$ cat src/sv/frp_pkg.sv
// Shared types and codes for the framed packet receiver.
package frp_pkg;

    localparam logic [1:0] PH_HUNT    = 2'd0;
    localparam logic [1:0] PH_LEN     = 2'd1;
    localparam logic [1:0] PH_PAYLOAD = 2'd2;
    localparam logic [1:0] PH_CSUM    = 2'd3;

    localparam logic [1:0] KIND_NONE = 2'd0;
    localparam logic [1:0] KIND_BYTE = 2'd1;
    localparam logic [1:0] KIND_GOOD = 2'd2;
    localparam logic [1:0] KIND_BAD  = 2'd3;

    localparam logic [7:0] HEADER_RESET = 8'hAA;

    typedef struct packed {
        logic [1:0] phase;
        logic [7:0] length_seen;
        logic [7:0] payload_count;
        logic [7:0] running_sum;
    } frp_state_t;

    typedef struct packed {
        logic [1:0] result_kind;
        logic [7:0] payload_byte;
        logic [7:0] payload_index;
        logic [7:0] frame_length;
    } frp_result_t;

endpackage

$ cat src/sv/framed_packet_receiver_unit.sv
// Top level of the framed packet receiver: parser state, header register, result register.
// Streaming frame receiver: takes one byte per transaction and gives exactly one result
// per byte (nothing, payload byte with its index, frame good or checksum bad). A byte
// is taken every cycle unless the output stalls; each result is registered. A new byte is
// accepted whenever the result register is empty or being taken in the same cycle.
// The header byte (reset 0xAA) may only be rewritten while the block is idle.
module framed_packet_receiver_unit
    import frp_pkg::*;
(
    input  logic       clk,
    input  logic       rst_n,
    input  logic       cfg_write,
    input  logic [7:0] cfg_data,
    input  logic       in_valid,
    output logic       in_ready,
    input  logic [7:0] rx_byte,
    output logic       out_valid,
    input  logic       out_ready,
    output logic [1:0] result_kind,
    output logic [7:0] payload_byte,
    output logic [7:0] payload_index,
    output logic [7:0] frame_length
);

    frp_state_t  state_reg;
    frp_state_t  state_next;
    frp_result_t result_reg;
    frp_result_t result_next;
    logic [7:0]  header_reg;
    logic        out_valid_reg;
    logic        in_take;

    assign in_ready = !out_valid_reg || out_ready;
    assign in_take  = in_valid && in_ready;

    frp_step u_step
    (
        .cur          (state_reg),
        .header_value (header_reg),
        .rx_byte      (rx_byte),
        .nxt          (state_next),
        .res          (result_next)
    );

    always_ff @(posedge clk or negedge rst_n)
    begin
        if (!rst_n)
        begin
            state_reg     <= '{phase: PH_HUNT, length_seen: 8'd0,
                               payload_count: 8'd0, running_sum: 8'd0};
            header_reg    <= HEADER_RESET;
            out_valid_reg <= 1'b0;
        end
        else
        begin
            if (cfg_write)
            begin
                header_reg <= cfg_data;
            end
            if (in_take)
            begin
                state_reg     <= state_next;
                out_valid_reg <= 1'b1;
            end
            else if (out_ready)
            begin
                out_valid_reg <= 1'b0;
            end
        end
    end

    always_ff @(posedge clk)
    begin
        if (in_take)
        begin
            result_reg <= result_next;
        end
    end

    assign out_valid     = out_valid_reg;
    assign result_kind   = result_reg.result_kind;
    assign payload_byte  = result_reg.payload_byte;
    assign payload_index = result_reg.payload_index;
    assign frame_length  = result_reg.frame_length;

`ifndef SYNTH
    // index always lies inside the announced length
    a_index_in_range: assert property (@(posedge clk) disable iff (!rst_n)
        out_valid && result_kind == KIND_BYTE |-> payload_index < frame_length)
        else $error("payload index beyond frame length");

    a_count_below_len: assert property (@(posedge clk) disable iff (!rst_n)
        state_reg.phase == PH_PAYLOAD |-> state_reg.payload_count < state_reg.length_seen)
        else $error("payload count reached length while still in payload");

    a_hunt_clear: assert property (@(posedge clk) disable iff (!rst_n)
        state_reg.phase == PH_HUNT |-> state_reg.payload_count == 8'd0)
        else $error("payload count not cleared while hunting");

    // a checksum byte always sends the parser back to hunting
    a_csum_to_hunt: assert property (@(posedge clk) disable iff (!rst_n)
        in_take && state_reg.phase == PH_CSUM |=> state_reg.phase == PH_HUNT)
        else $error("parser did not return to hunting after checksum");
`endif

endmodule

$ cat src/sv/frp_step.sv
// Per-byte frame parser step: next parser state and the result for one byte.
module frp_step
    import frp_pkg::*;
(
    input  frp_state_t  cur,
    input  logic [7:0]  header_value,
    input  logic [7:0]  rx_byte,
    output frp_state_t  nxt,
    output frp_result_t res
);

    logic [7:0] sum_plus;
    logic [7:0] count_plus;

    assign sum_plus   = cur.running_sum + rx_byte;
    assign count_plus = cur.payload_count + 8'd1;

    always_comb
    begin
        nxt = cur;
        res = '0;
        unique case (cur.phase)
            PH_HUNT:
            begin
                if (rx_byte == header_value)
                begin
                    nxt.running_sum   = rx_byte;
                    nxt.payload_count = '0;
                    nxt.phase         = PH_LEN;
                end
            end
            PH_LEN:
            begin
                nxt.length_seen   = rx_byte;
                nxt.running_sum   = sum_plus;
                nxt.payload_count = '0;
                // zero length skips straight to the checksum
                nxt.phase         = (rx_byte == 8'd0) ? PH_CSUM : PH_PAYLOAD;
                res.frame_length  = rx_byte;
            end
            PH_PAYLOAD:
            begin
                res.result_kind   = KIND_BYTE;
                res.payload_byte  = rx_byte;
                res.payload_index = cur.payload_count;
                res.frame_length  = cur.length_seen;
                nxt.running_sum   = sum_plus;
                nxt.payload_count = count_plus;
                if (count_plus == cur.length_seen)
                begin
                    nxt.phase = PH_CSUM;
                end
            end
            PH_CSUM:
            begin
                res.result_kind   = (rx_byte == cur.running_sum) ? KIND_GOOD : KIND_BAD;
                res.frame_length  = cur.length_seen;
                nxt.phase         = PH_HUNT;
                nxt.payload_count = '0;
            end
        endcase
    end

endmodule

$ cat config.mk
export PLATFORM = sky130hd
export DESIGN_NAME = framed_packet_receiver_unit
export DESIGN_NICKNAME = d
export VERILOG_FILES = /design/src/sv/frp_pkg.sv /design/src/sv/framed_packet_receiver_unit.sv /design/src/sv/frp_step.sv
export SDC_FILE = /design/constraint.sdc
export NUM_CORES = 1
export LEC_CHECK = 0
export BUFFER_PORTS_ARGS = -buffer_cell sky130_fd_sc_hd__buf_2
export CORE_MARGIN = 2
export CORE_UTILIZATION = 50
export CTS_BUF_LIST = sky130_fd_sc_hd__clkbuf_4 sky130_fd_sc_hd__clkbuf_8 sky130_fd_sc_hd__clkbuf_16
export CTS_CLUSTER_SIZE = 28
export DETAILED_ROUTE_END_ITERATION = 12
export PLACE_DENSITY = 0.78
export SLEW_MARGIN = 20
export SYNTH_ARGS = -nofsm -noshare
export SYNTH_HDL_FRONTEND = slang
export SYNTH_SLANG_ARGS = --single-unit
$ cat constraint.sdc
create_clock -name clk -period 4.17 [get_ports clk]
set_clock_uncertainty 0.15 [all_clocks]
set_input_delay 0.2085 -clock clk [delete_from_list [all_inputs] [get_ports clk]]
set_output_delay 0.2085 -clock clk [all_outputs]
set_load 0.02 [all_outputs]
==> impl_metrics.yaml <==
status:
  outcome: "finished, violations left"
  violations: "DRC"
routing:
  vias_per_cell: 5.92
  routedWlPerCell_um: 17.4
  antenna_left: 0
  drt-total-wl_um: 7810
  drt_iter0_markers: 199
  vias: 2662
  drtPass1Iterations: 11
  drc: 3
sta:
  post-route-period-util_pct: 60.1
  rsz0062_at_grt: "false"
  timing.setup.tns_ns: 0
  period_minus_slack_ns: 2.51
  worst_pin_slew_ns: 0.885
  finalHoldViolCount: 0
  maxSlewHeadroom_pct: 41.0
  setup-violations-final: 0
  maxSlewViolCount: 0
  clock.fmax_mhz: 399
synth:
  synth_top_area_cell: "edfxtp_1"
  synth_cells: 314
  synth_most_common_cell: "nor2_1"
  synth_area_per_cell_um2: 10.7
  synth_top_area_share_pct: 23.3
  syn-num-nets: 348
  synth_edf_count: 26
  synth_area_um2: 3350
  synth_common_cells: "nor2_1 (32), dfrtp_1 (31), edfxtp_1 (26)"
  ys_types: 58
  synth_seq_cells: 61
  synthFlopType: "dfrtp_1"
  synthTopCellsByArea: "edfxtp_1 (23%), dfrtp_1 (23%), ha_1 (4.5%), xnor2_1 (3.9%), mux2_2 (3.7%)"
  ys_async_sr_fraction_pct: 57.4
  synth_seq_area_share_pct: 49.6
  yosysWarnings: 0
placed_design:
  port_buffers: 48
  place_hpwl_um: 5310
  gp_congestion: 0.866
pwr:
  p_switching_mw: 1.03
  p_leak_nw: 1.65
  seq_power_share_pct: 35.9
  netSwitchingFraction_pct: 39.3
  power.density_nw_per_um2: 672
  total_power_mw: 2.63
  p_int_mw: 1.60
  pwr-share-comb_pct: 41.5
  clkPwrFrac_pct: 22.5
  peakVddDrop_mv: 0.303
final_layout:
  multi_input_area_um2: 1530
  area.sequential_um2: 1660
  antenna_cells: 0
  area_growth_pct: 16.8
  final_util_pct: 61.0
  fill_cells: 519
  nNetsFinal: 402
  drive_above_1_share_pct: 24.9
  largest_register_ffs: 26
clock_tree:
  worstSkewPairLatency_ns: 0.35
  max-clock-path-buffers: 2
  cts.sinks: 61
  cts_setup_buffers: 0
  htree_num_levels: 3
  cts.clk_slew.worst_paths_ns: 0.07
  cts_resized: 0
  cts_made_buffers: 9
  cts_hold_buf: 10
  ctsRootBufferMaster: "clkbuf_8"
  cts_tree: "built"
critical_path:
  worstSetupEndpointType: "flip-flop"
  startpoint_type: "flip-flop"
  required_ns: 4.25
  worstSetupPathType: "reg2reg"
  path_max_fanout: 25
  cp.arrival_ns: 2.59
  r2r_slack_ns: 1.66
run:
  max-cap-violations: 0
die:
  start_util_pct: 52.2
  core-area_um2: 6420
  die_height_um: 85.9
  die_w_um: 85.9
  die_area_um2: 7380
  core.rowCount: 29
  ios: 49
worst_hold_path:
  hold_class: "in2reg"
global_routing:
  track_usage_pct: 22.0
  grt_pass1_wl_um: 12200
  overflow: 0
  first_global_vias: 2508
  grt_max_degree: 36
  antenna_found_initial: 0
-- metal layers --
metal  track usage, %  wire (um)  vias to the layer above  share of wire (%)
li1                 -          -                     1239                  -
met1             28.2       3280                     1271                 42
met2             35.9       3780                      122                 48
met3             4.91        526                       30                6.7
met4             9.38        227                        0                2.9
met5                0          0                        -                  0
-- cell families (layout without fill, tap and decap cells) --
group | after synthesis | after routing | share of synthesized area, %
simple gates | 106 | 106 | 16.3
compound gates | 69 | 69 | 14.6
flops | 61 | 61 | 49.6
buf+inv | 32 | 91 | 4.78
xor+xnor | 21 | 21 | 5.71
fa+ha+maj | 13 | 13 | 5.07
mux | 12 | 12 | 3.99
-- cells in the final DEF, fill, tap and decap left out, drive strengths merged, types with 12 or more instances in the layout --
| cell type | netlist | layout |
|---|---|---|
| buf | 7 | 49 |
| dfrtp | 31 | 31 |
| edfxtp | 26 | 26 |
| ha | 12 | 12 |
| inv | 15 | 16 |
| nand2 | 19 | 19 |
| nor2 | 32 | 32 |
| o21ai | 20 | 20 |
| xnor2 | 16 | 16 |
-- worst paths after layout --
check | from | to | cells after the start
max | state_reg[24]$_DFFE_PN0P_ | state_reg[7]$_DFFE_PN0P_ | 6
min | out_ready | out_valid$_DFFE_PN0P_ | 3
max reg2reg | state_reg[24]$_DFFE_PN0P_ | state_reg[7]$_DFFE_PN0P_ | 6
min reg2reg | header_reg[0]$_DFFE_PN0P_ | header_reg[0]$_DFFE_PN0P_ | 1
max in group asynchronous | rst_n | state_reg[16]$_DFFE_PN0P_ | 2
min in group asynchronous | rst_n | state_reg[10]$_DFFE_PN0P_ | 2
-- layout make-up --
class / instances / area share (%)
Sequential cell: 61 / 42.4
Timing Repair Buffer: 59 / 8.88
Clock buffer: 10 / 3.36
Clock inverter: 6 / 2.21
Tap cell: 77 / 2.46
Inverter: 16 / 1.53
Multi-Input combinational cell: 221 / 39.1
-- critical path, cell delays in order, from the launching register on --
cell and delay [ns]:
dfrtp_1 0.42, inv_1 0.12, ha_1 0.75, o21ai_4 0.21, nand2_4 0.25, o311ai_1 0.13, a222oi_1 0.36
-- through the flow --
stage | cells | area, um^2 | hold WS (ns) | worst slack, ns
2_1_floorplan | 314 | 3350 | -0.237 | 1.97
3_3_place_gp | 424 | 3600 | 0.196 | 1.87
3_5_place_dp | 424 | 3600 | 0.196 | 1.72
4_1_cts | 450 | 3920 | 0.0120 | 1.71
5_1_grt | 450 | 3920 | 0.0491 | 1.50
6_report | 450 | 3920 | 0.00891 | 1.66
-- power groups by stage --
stage,logic (mW),clock network (mW),registers (mW)
floorplan,0.801,0,0.961
global placement,1.03,0,0.944
detailed placement,1.07,0,0.949
CTS,1.08,0.599,0.940
global route,1.19,0.620,0.960
finish,1.09,0.593,0.944
Note: power is estimated with default switching activity, not from simulation.
